## src/ppsc_pkg.sv

```systemverilog
// Shared widths, constants and types of the pulse position and speed counter.
// No dependencies.
package ppsc_pkg;

	localparam int DATA_W           = 32;
	localparam int POS_W            = 31;
	localparam int DIV_STEPS        = DATA_W;
	localparam int CNT_W            = $clog2(DIV_STEPS);

	localparam logic [POS_W-1:0]  POS_MAX          = {POS_W{1'b1}};
	localparam logic [DATA_W-1:0] TIMER_RATE_RESET = DATA_W'(1000000);
	localparam logic [CNT_W-1:0]  CNT_LAST         = CNT_W'(DIV_STEPS - 1);

	typedef struct packed {
		logic busy;
		logic done;
	} div_stat_t;

endpackage

```

## src/ppsc_if.sv

```systemverilog
// Valid/ready channel interfaces for pulse beats and result beats.
// Depends on ppsc_pkg.
interface ppsc_in_if;
	logic                        valid;
	logic                        ready;
	logic                        direction;
	logic [ppsc_pkg::DATA_W-1:0] timestamp;

	modport source (output valid, output direction, output timestamp, input ready);
	modport sink   (input valid, input direction, input timestamp, output ready);
endinterface

interface ppsc_out_if;
	logic                        valid;
	logic                        ready;
	logic [ppsc_pkg::POS_W-1:0]  position;
	logic [ppsc_pkg::DATA_W-1:0] pulse_total;
	logic [ppsc_pkg::DATA_W-1:0] speed;

	modport source (output valid, output position, output pulse_total, output speed,
		input ready);
	modport sink   (input valid, input position, input pulse_total, input speed,
		output ready);
endinterface

```

## src/pulse_position_speed_counter_top.sv

```systemverilog
// Pulse position and speed counter, top level with sequencer and counters.
// Depends on ppsc_pkg, ppsc_if and ppsc_div.
//
// Each input beat is one sensor pulse. Position moves down on direction 1 and up
// otherwise, held at zero and at its 31-bit maximum; pulse_total wraps. Speed is
// timer_rate divided by the wrapping timestamp gap to the previous pulse and is held
// when the gap is zero. The quotient comes from a bit-serial divider, one bit per
// cycle. After a pulse is accepted the input stays not ready while the sequencer
// is in ST_DIV (nonzero gap only) and ST_FIN; a stalled result beat adds its wait.
// timer_rate is written through cfg_wr_en/cfg_wr_data and resets to 1000000.
module pulse_position_speed_counter_top (
	input  logic                        clk,
	input  logic                        arst_n,
	input  logic                        cfg_wr_en,
	input  logic [ppsc_pkg::DATA_W-1:0] cfg_wr_data,
	ppsc_in_if.sink                     in_ch,
	ppsc_out_if.source                  out_ch
);

	typedef enum logic [1:0] {
		ST_IDLE,
		ST_DIV,
		ST_FIN
	} state_t;

	state_t                      state_q;
	logic [ppsc_pkg::DATA_W-1:0] timer_rate_q;
	logic [ppsc_pkg::POS_W-1:0]  pos_q;
	logic [ppsc_pkg::DATA_W-1:0] total_q;
	logic [ppsc_pkg::DATA_W-1:0] speed_q;
	logic [ppsc_pkg::DATA_W-1:0] last_q;
	logic                        out_valid_q;
	logic [ppsc_pkg::POS_W-1:0]  out_pos_q;
	logic [ppsc_pkg::DATA_W-1:0] out_total_q;
	logic [ppsc_pkg::DATA_W-1:0] out_speed_q;

	logic                        in_acc;
	logic                        out_load;
	logic [ppsc_pkg::DATA_W-1:0] gap;
	logic                        div_start;
	logic [ppsc_pkg::DATA_W-1:0] quotient;
	ppsc_pkg::div_stat_t         div_stat;

	assign in_ch.ready = (state_q == ST_IDLE);
	assign in_acc      = in_ch.valid && in_ch.ready;
	assign out_load    = (state_q == ST_FIN) && (!out_valid_q || out_ch.ready);
	assign gap         = in_ch.timestamp - last_q;
	assign div_start   = in_acc && (gap != '0);

	ppsc_div u_div (
		.clk      (clk),
		.arst_n   (arst_n),
		.start    (div_start),
		.dividend (timer_rate_q),
		.divisor  (gap),
		.quotient (quotient),
		.stat     (div_stat)
	);

	always_ff @(posedge clk or negedge arst_n) begin
		if (!arst_n) begin
			state_q      <= ST_IDLE;
			timer_rate_q <= ppsc_pkg::TIMER_RATE_RESET;
			pos_q        <= '0;
			total_q      <= '0;
			speed_q      <= '0;
			last_q       <= '0;
			out_valid_q  <= 1'b0;
			out_pos_q    <= '0;
			out_total_q  <= '0;
			out_speed_q  <= '0;
		end else begin
			if (cfg_wr_en) begin
				timer_rate_q <= cfg_wr_data;
			end
			if (out_load) begin
				out_valid_q <= 1'b1;
			end else if (out_valid_q && out_ch.ready) begin
				out_valid_q <= 1'b0;
			end
			case (state_q)
				ST_IDLE: begin
					if (in_acc) begin
						if (in_ch.direction) begin
							if (pos_q != '0) begin
								pos_q <= pos_q - 1'b1;
							end
						end else if (pos_q != ppsc_pkg::POS_MAX) begin
							pos_q <= pos_q + 1'b1;
						end
						total_q <= total_q + 1'b1;
						last_q  <= in_ch.timestamp;
						state_q <= div_start ? ST_DIV : ST_FIN;
					end
				end
				ST_DIV: begin
					if (div_stat.done) begin
						speed_q <= quotient;
						state_q <= ST_FIN;
					end
				end
				ST_FIN: begin
					if (out_load) begin
						out_pos_q   <= pos_q;
						out_total_q <= total_q;
						out_speed_q <= speed_q;
						state_q     <= ST_IDLE;
					end
				end
				default: begin
					state_q <= ST_IDLE;
				end
			endcase
		end
	end

	assign out_ch.valid       = out_valid_q;
	assign out_ch.position    = out_pos_q;
	assign out_ch.pulse_total = out_total_q;
	assign out_ch.speed       = out_speed_q;

endmodule

```

## src/ppsc_div.sv

```systemverilog
// Bit-serial restoring divider, one quotient bit per cycle.
// Depends on ppsc_pkg.
module ppsc_div (
	input  logic                        clk,
	input  logic                        arst_n,
	input  logic                        start,
	input  logic [ppsc_pkg::DATA_W-1:0] dividend,
	input  logic [ppsc_pkg::DATA_W-1:0] divisor,
	output logic [ppsc_pkg::DATA_W-1:0] quotient,
	output ppsc_pkg::div_stat_t         stat
);

	logic [ppsc_pkg::DATA_W-1:0] rem_q;
	logic [ppsc_pkg::DATA_W-1:0] quo_q;
	logic [ppsc_pkg::DATA_W-1:0] dvs_q;
	logic [ppsc_pkg::CNT_W-1:0]  cnt_q;
	logic                        busy_q;
	logic                        done_q;
	logic [ppsc_pkg::DATA_W:0]   trial;
	logic [ppsc_pkg::DATA_W:0]   shifted;

	assign shifted = {rem_q, quo_q[ppsc_pkg::DATA_W-1]};
	assign trial   = shifted - {1'b0, dvs_q};

	always_ff @(posedge clk or negedge arst_n) begin
		if (!arst_n) begin
			busy_q <= 1'b0;
			done_q <= 1'b0;
			cnt_q  <= '0;
		end else begin
			done_q <= 1'b0;
			if (start) begin
				busy_q <= 1'b1;
				cnt_q  <= '0;
			end else if (busy_q) begin
				cnt_q <= cnt_q + 1'b1;
				if (cnt_q == ppsc_pkg::CNT_LAST) begin
					busy_q <= 1'b0;
					done_q <= 1'b1;
				end
			end
		end
	end

	always_ff @(posedge clk) begin
		if (start) begin
			rem_q <= '0;
			quo_q <= dividend;
			dvs_q <= divisor;
		end else if (busy_q) begin
			if (!trial[ppsc_pkg::DATA_W]) begin
				rem_q <= trial[ppsc_pkg::DATA_W-1:0];
				quo_q <= {quo_q[ppsc_pkg::DATA_W-2:0], 1'b1};
			end else begin
				rem_q <= shifted[ppsc_pkg::DATA_W-1:0];
				quo_q <= {quo_q[ppsc_pkg::DATA_W-2:0], 1'b0};
			end
		end
	end

	assign quotient  = quo_q;
	assign stat.busy = busy_q;
	assign stat.done = done_q;

endmodule

```

## src/flat_wrapper.sv

```systemverilog
// flat-port wrapper written by rule: the top's interface ports become plain ports
module pulse_position_speed_counter_top_flat 
  (clk, arst_n, cfg_wr_en, cfg_wr_data, in_ch_valid, in_ch_direction, in_ch_timestamp, in_ch_ready, out_ch_valid, out_ch_position, out_ch_pulse_total, out_ch_speed, out_ch_ready);
  ppsc_in_if in_ch_i ();
  ppsc_out_if out_ch_i ();
  input  logic clk;
  input  logic arst_n;
  input  logic cfg_wr_en;
  input  logic [ppsc_pkg::DATA_W-1:0] cfg_wr_data;
  input wire logic [$bits(in_ch_i.valid)-1:0] in_ch_valid;
  input wire logic [$bits(in_ch_i.direction)-1:0] in_ch_direction;
  input wire logic [$bits(in_ch_i.timestamp)-1:0] in_ch_timestamp;
  output wire logic [$bits(in_ch_i.ready)-1:0] in_ch_ready;
  output wire logic [$bits(out_ch_i.valid)-1:0] out_ch_valid;
  output wire logic [$bits(out_ch_i.position)-1:0] out_ch_position;
  output wire logic [$bits(out_ch_i.pulse_total)-1:0] out_ch_pulse_total;
  output wire logic [$bits(out_ch_i.speed)-1:0] out_ch_speed;
  input wire logic [$bits(out_ch_i.ready)-1:0] out_ch_ready;
  assign in_ch_i.valid = in_ch_valid;
  assign in_ch_i.direction = in_ch_direction;
  assign in_ch_i.timestamp = in_ch_timestamp;
  assign in_ch_ready = in_ch_i.ready;
  assign out_ch_valid = out_ch_i.valid;
  assign out_ch_position = out_ch_i.position;
  assign out_ch_pulse_total = out_ch_i.pulse_total;
  assign out_ch_speed = out_ch_i.speed;
  assign out_ch_i.ready = out_ch_ready;
  pulse_position_speed_counter_top u_core (.clk(clk), .arst_n(arst_n), .cfg_wr_en(cfg_wr_en), .cfg_wr_data(cfg_wr_data), .in_ch(in_ch_i), .out_ch(out_ch_i));
endmodule
```

## config.mk

```make
export PLATFORM = sky130hd
export DESIGN_NAME = pulse_position_speed_counter_top_flat
export DESIGN_NICKNAME = d
export VERILOG_FILES = /design/src/ppsc_pkg.sv /design/src/ppsc_if.sv /design/src/pulse_position_speed_counter_top.sv /design/src/ppsc_div.sv /design/src/flat_wrapper.sv
export SDC_FILE = /design/constraint.sdc
export NUM_CORES = 1
export LEC_CHECK = 0
export BUFFER_PORTS_ARGS = -buffer_cell sky130_fd_sc_hd__buf_2
export CORE_AREA = 5 5 243 245
export CTS_BUF_LIST = sky130_fd_sc_hd__clkbuf_8 sky130_fd_sc_hd__clkbuf_16
export DETAILED_ROUTE_END_ITERATION = 8
export DIE_AREA = 0 0 248 250
export PLACE_DENSITY_LB_ADDON = 0.05
export SLEW_MARGIN = 20
export SYNTH_ARGS = -nofsm -noshare
export SYNTH_HDL_FRONTEND = slang
export SYNTH_SLANG_ARGS = --single-unit
export TNS_END_PERCENT = 5
```

## constraint.sdc

```tcl
create_clock -name clk -period 7.6 [get_ports clk]
set_input_delay 0.38 -clock clk [delete_from_list [all_inputs] [get_ports clk]]
set_output_delay 0.38 -clock clk [all_outputs]
set_load 0.005 [all_outputs]
```

# After elaboration in Yosys (flattened, before gate mapping)
# Cells that the tools add are included.
op_classes:
  addsub: 6
  n_mul: 0
  div: 0
  magnitude_cmp: 0
  eq_ne: 8
  shifts: 0
  mux: 22
  n_bitwise: 0
  n_reduce_logical: 17
ops:
  columns: ["operator", "count"]
  rows:
  - ["2-to-1 mux 32 bit", 3]
  - ["2-to-1 mux 31 bit", 3]
  - ["subtractor 33 x 32 -> 33 bit", 1]
  - ["adder 32 x 1 -> 32 bit, second input constant", 1]
  - ["nonzero test 32 bit", 1]
  - ["subtractor 32 bit", 1]
  - ["adder 31 x 1 -> 31 bit, second input constant", 1]
  - ["inequality test 31 bit, second input constant", 1]
  - ["nonzero test 31 bit", 1]
  - ["subtractor 31 x 1 -> 31 bit, second input constant", 1]
  - ["2-to-1 mux 5 bit", 2]
  - ["2-to-1 mux 1 bit", 9]
  - ["2-to-1 mux 2 bit", 4]
  - ["case mux 2 bit (3 select lines)", 1]
  - ["AND reduction 2 bit", 3]
  - ["nonzero test 2 bit", 3]
  - ["adder 5 x 1 -> 5 bit, second input constant", 1]
  - ["equality test 5 bit, second input constant", 1]
  - ["logical AND 1 bit", 4]
  - ["inequality test 2 x 1 -> 1 bit, second input constant", 2]
  - ["inequality test 2 bit, second input constant", 2]
  - ["AND reduction 4 bit", 1]
  - ["AND reduction 3 bit", 1]
  - ["equality test 2 x 1 -> 1 bit, second input constant", 1]
  - ["other kinds (4)", 4]
word_totals:
  ff_bits: 360
  latch_bits: 0
  mem_bits_rw: 0
  romBits: 0
  input_bits: 70
  output_inout_bits: 97
  elab_cells: 69
  mem_count: 0

# Longest topological paths before layout
depth:
  word_depth: 6
  depth_mapped: 16

# Modules after synthesis
# Synthesis repeated with hierarchy kept, for this count alone.
unflattened:
  cells_unflattened: 1744
  area_unflattened_um2: 19187.2
by_module_without_submodules:
  columns: ["module", "instances", "cells_per_inst", "area_each_um2"]
  rows:
  - ["pulse_position_speed_counter_top", 1, 1192, 13336.5]
  - ["ppsc_div", 1, 552, 5850.6]

# Least setup slack after synthesis
# OpenSTA, ideal clock, no wires.
synth_path:
  path_kind: "input to register"
  from: "input in_ch_timestamp[6]"
  to: "register u_core.u_div.quo_q (netlist bit u_core.u_div.quotient[0]), enable pin"
  setup_time_ns: 0.466
  arrival_time_ns: 4.947
  slack_ns: 2.188
  cell_stages: 11
  path_cell_list: "ha_1 > clkbuf_1 > a211o_1 > a21o_1 > o21ai_1 > a21oi_1 > o31ai_1 > mux2_2 > o21bai_1 > nor4b_4 > o21ai_0"
synth_between:
  elab_chain_len: 4
synth_lines:
  columns: ["item", "line_no", "text"]
  rows:
  - ["from (decl)", "flat_wrapper.sv:12", "input wire logic [$bits(in_ch_i.timestamp)-1:0] in_ch_timestamp;"]
  - ["subtractor 32 bit", "pulse_position_speed_counter_top.sv:47", "assign gap = in_ch.timestamp - last_q;"]
  - ["nonzero test 32 bit", "pulse_position_speed_counter_top.sv:48", "assign div_start = in_acc && (gap != '0);"]
  - ["logical AND 1 bit", "pulse_position_speed_counter_top.sv:48", null]
  - ["nonzero test 2 bit (no source line)", null, null]
  - ["to (signal assigned)", "ppsc_div.sv:48", "quo_q <= dividend;"]
  - ["to (signal assigned)", "ppsc_div.sv:53", "quo_q <= {quo_q[ppsc_pkg::DATA_W-2:0], 1'b1};"]
  - ["to (signal assigned)", "ppsc_div.sv:56", "quo_q <= {quo_q[ppsc_pkg::DATA_W-2:0], 1'b0};"]
  - ["to (decl)", "ppsc_div.sv:14", "logic [ppsc_pkg::DATA_W-1:0] quo_q;"]
# No other way between the ends.
# A chain may end at the register's enable or synchronous reset.

# Worst setup path in the final report
layout_path:
  from: "register u_core.last_q[0] (netlist name)"
  to: "register u_core.u_div.rem_q[5] (netlist name)"
layout_between:
  elab_chain_len: 3
layout_lines:
  columns: ["item", "line_no", "text"]
  rows:
  - ["from (decl)", "pulse_position_speed_counter_top.sv:31", "logic [ppsc_pkg::DATA_W-1:0] last_q;"]
  - ["from (signal assigned)", "pulse_position_speed_counter_top.sv:92", "last_q <= in_ch.timestamp;"]
  - ["subtractor 32 bit", "pulse_position_speed_counter_top.sv:47", null]
  - ["via u_core.gap (one bit)", "pulse_position_speed_counter_top.sv:39", "logic [ppsc_pkg::DATA_W-1:0] gap;"]
  - ["nonzero test 32 bit", "pulse_position_speed_counter_top.sv:48", null]
  - ["logical AND 1 bit", "pulse_position_speed_counter_top.sv:48", null]
  - ["to (signal assigned)", "ppsc_div.sv:52", "rem_q <= trial[ppsc_pkg::DATA_W-1:0];"]
  - ["to (signal assigned)", "ppsc_div.sv:55", "rem_q <= shifted[ppsc_pkg::DATA_W-1:0];"]
  - ["to (decl)", "ppsc_div.sv:13", "logic [ppsc_pkg::DATA_W-1:0] rem_q;"]
# The timed path passes the listed nets, and every way through them passes these cells.

==> flow_metrics.py <==
metrics = {
    "outcome": {
        "status": "finished clean",
    },
    "logic_synthesis": {
        "ys_types": 81,
        "synth_area_per_cell_um2": 10.7,
        "synth_edf_count": 64,
        "syn_nets": 1995,
        "ys_ff_latch": 360,
        "ys_async_sr_fraction": 0.733,
        "yosysSeqAreaShare": 0.469,
        "synth_ff_type": "dfrtp_1",
        "syn_inst": 1827,
        "synth_area_um2": 19600,
        "yosysWarnings": 0,
    },
    "critical_path": {
        "cp.depth": 15,
        "cp_max_fo": 65,
        "crit_chain": "ha_1 -> inv_1 -> fa_1 -> a211oi_2 -> o21ai_1 -> a21oi_2 -> xnor2_1 -> or3_1 -> nor4_1 -> nand4b_1 -> nor4b_4 -> nor2_4 -> buf_4 -> buf_4 -> a211oi_1",
        "cpMostUsedCell": "buf_4",
        "arrival_ps": 5420,
        "end_kind": "register",
        "critPathLaunchType": "register",
        "cp_slowest_stage_delay_ps": 630,
        "critPathLaunch": "u_core.last_q[0]",
        "r2r_slack_ps": 2660,
        "crit_buf_inv": 3,
        "cp.required_ps": 8080,
        "critical-path-top-delay-family": "simple AND/OR/NAND/NOR gates",
        "r2r_start": "u_core.last_q[0]",
        "worst_r2r_path_depth": 15,
        "timing.rr.end": "u_core.u_div.rem_q[5]",
        "cpMaxStageDelayCell": "nor4b_4",
        "cp-endpoint": "u_core.u_div.rem_q[5]",
        "path_class": "reg -> reg",
    },
    "placed_design": {
        "placed_area_um2": 21200,
        "place_inst": 2702,
        "dpl.hpwl_mm": 33.9,
        "port_buffers": 166,
        "place_congestion": 0.821,
    },
    "clock_tree": {
        "cts_buffers": 45,
        "cts_tree": "built",
        "insertion_delay_ps": 580,
        "root_buffer": "clkbuf_16",
        "htree_levels": 2,
        "clkTransAtPathRegs_ps": 60,
        "cts-resized-gates": 0,
        "cts_setup_buffers": 0,
        "cts_max_path_buffers": 3,
        "clock_sinks": 360,
    },
    "die": {
        "pin_count": 167,
        "start_util": 0.344,
        "dieArea_um2": 62000,
        "die_height_um": 250,
        "row_count": 88,
        "core_region_area_um2": 56900,
        "fp.dieW_um": 248,
    },
    "min_path": {
        "hp-start": "in_ch_timestamp[8]",
        "hold_path.class": "in -> reg",
    },
    "route": {
        "postRouteAntennaNets": 0,
        "drc_errors": 0,
        "vias_per_cell": 5.05,
        "wire_per_inst_um": 17.0,
        "dr.first_iter.drc_count": 653,
        "drtPass1Iterations": 5,
        "wl_mm": 47.4,
        "dr_total_vias": 14100,
    },
    "sta": {
        "fin_crit_sh": 0.650,
        "maxSlewViolCount": 0,
        "final.setup.tns_ps": 0,
        "period_needed_ps": 4940,
        "finClkSkew_ps": 26.7,
        "max_slew_margin": 0.415,
        "fmax_ghz": 0.203,
        "rsz0062_at_grt": "false",
        "tightest_slew_ps": 878,
        "whs_ps": 29.3,
        "hold_viol_final": 0,
        "setup_viol": 0,
    },
    "run": {
        "max_cap_viol_count": 0,
    },
    "global_routing": {
        "antenna_found_initial": 1,
        "track_usage": 0.154,
        "overflow": 0,
        "grt_max_degree": 96,
        "grt_first_pass_wirelength_mm": 78.1,
        "grt_pass1_vias": 14300,
    },
    "power": {
        "intPower_w": 0.00609,
        "power.density_nw_per_um2": 438,
        "p_sw_w": 0.00390,
        "clockPowerShare": 0.219,
        "swShare": 0.390,
        "p_leak_nw": 10.5,
        "comb_power_share": 0.475,
        "power_w": 0.0100,
        "max-vdd-ir-drop_uv": 197,
        "seqPwrFrac": 0.305,
    },
    "layout": {
        "fin_area_um2": 22800,
        "fin_nets": 2159,
        "fin_cells": 2794,
        "drive_gt1_frac": 0.242,
        "fillers": 5610,
        "syn_to_final_growth_pct": 16.7,
    },
}
worst min-delay path by stage:
stage	to	slack, ps	depth (start not counted)
after floorplan	u_core.last_q[0]	80	0
final	u_core.last_q[8]	30	3
after detailed placement	u_core.pos_q[11]	450	1
after global routing	u_core.timer_rate_q[15]	20	2
after CTS	u_core.timer_rate_q[5]	0.6	2
after global placement	u_core.pos_q[14]	440	1
synth_stat cells, types with 16 or more instances:
cell type / number / area share
nand2_1: 125 / 0.024
mux2_2: 183 / 0.11
nor3_1: 29 / 0.0074
o21a_1: 16 / 0.0061
a211oi_1: 38 / 0.015
a21o_1: 39 / 0.015
nor2_1: 118 / 0.023
dfxtp_1: 32 / 0.033
mux2i_1: 21 / 0.011
xnor2_1: 70 / 0.031
o21ai_0: 84 / 0.021
clkbuf_1: 57 / 0.011
and3_1: 19 / 0.0061
a21oi_1: 115 / 0.029
nand3_1: 27 / 0.0069
mux2_4: 28 / 0.021
dfrtp_1: 257 / 0.33
xor2_1: 32 / 0.014
edfxtp_1: 64 / 0.098
ha_1: 95 / 0.061
inv_1: 100 / 0.019
nand4_1: 35 / 0.011
nand2b_1: 28 / 0.0089
logic make-up after synthesis:
| kind of cell | after synthesis | share of synthesized area |
|---|---|---|
| xor gates and xnor gates | 102 | 0.0456 |
| and+or+nand+nor | 454 | 0.114 |
| muxes | 235 | 0.139 |
| AOI/OAI and AO/OA | 410 | 0.135 |
| buffers and inverters | 168 | 0.0336 |
| adders and majority gates | 98 | 0.0638 |
| DFF | 360 | 0.469 |
sequential cells by signal, summed over array words and instances, names as in the netlist, 31 cells and up:
register	cells
u_core.speed_q	32
u_core.pos_q	31
u_core.total_q	32
u_core.u_div.dvs_q	32
u_core.u_div.rem_q	32
u_core.out_ch.pulse_total	32
u_core.out_ch.speed	32
u_core.out_ch.position	31
u_core.u_div.quotient	32
u_core.timer_rate_q	32
u_core.last_q	32
final cells by class:
cell class,count,area [um^2],share of cell area
antenna,1,2.50,0.000110
clock buffer,47,1150,0.0505
clock inverter,37,394,0.0173
inverter,100,375,0.0164
multi-input combinational,1299,9780,0.428
sequential,360,9180,0.402
tap,765,957,0.0419
timing repair buffer,185,1000,0.0438
power by group through the flow:
| stage | clock, W | sequential, W | combinational, W |
|---|---|---|---|
| global placement | 0 | 0.00309 | 0.00474 |
| CTS | 0.00229 | 0.00307 | 0.00481 |
| global route | 0.00237 | 0.00314 | 0.00538 |
| detailed placement | 0 | 0.00310 | 0.00477 |
| finish | 0.00219 | 0.00305 | 0.00475 |
| floorplan | 0 | 0.00296 | 0.00370 |
metal layers:
metal	track usage	vias to the layer above	wire (um)
met3	0.0227	67	1640
met4	0.0419	0	1030
li1	-	6982	-
met1	0.206	6870	21500
met2	0.260	185	23200
met5	0	-	0
worst register-to-register path, stage by stage, from the launching register on:
cell,delay [ps]
dfrtp_1,350
ha_1,180
inv_1,60
fa_1,400
a211oi_2,450
o21ai_1,190
a21oi_2,300
xnor2_1,130
or3_1,380
nor4_1,330
nand4b_1,230
nor4b_4,630
nor2_4,30
buf_4,360
buf_4,470
a211oi_1,350
what timing repair did:
action | CTS | global route
endpoints found under the setup margin | 0 | 0
hold endpoints to repair | 97 | 0
hold buffers | 7 | 0
cells in the final DEF, fill, tap and decap left out, drive strengths merged, types with 12 or more instances in the layout:
cell	netlist	final
a211oi	40	40
inv	100	108
buf	11	178
nand2	125	125
nor2b	12	12
mux2	214	214
nand4	35	35
o21bai	13	13
xor2	32	32
dfrtp	257	257
clkinv	0	18
nand2b	28	28
o21a	16	16
edfxtp	64	64
nor2	119	119
o21ai	93	93
and3	19	19
nor3	29	29
nand3	27	27
ha	95	95
xnor2	70	70
a21o	39	39
clkbuf	57	47
dfxtp	32	32
nor4	15	15
mux2i	21	21
a21oi	116	116
a31oi	15	15
through the flow:
stage | setup slack, ps | utilization
after floorplan | 2190 | -
after global placement | 2470 | 0.373
after detailed placement | 2350 | 0.373
after CTS | 2570 | 0.401
after global routing | 2230 | 0.401
final | 2660 | 0.401
Power figures use the tool's default switching activity.
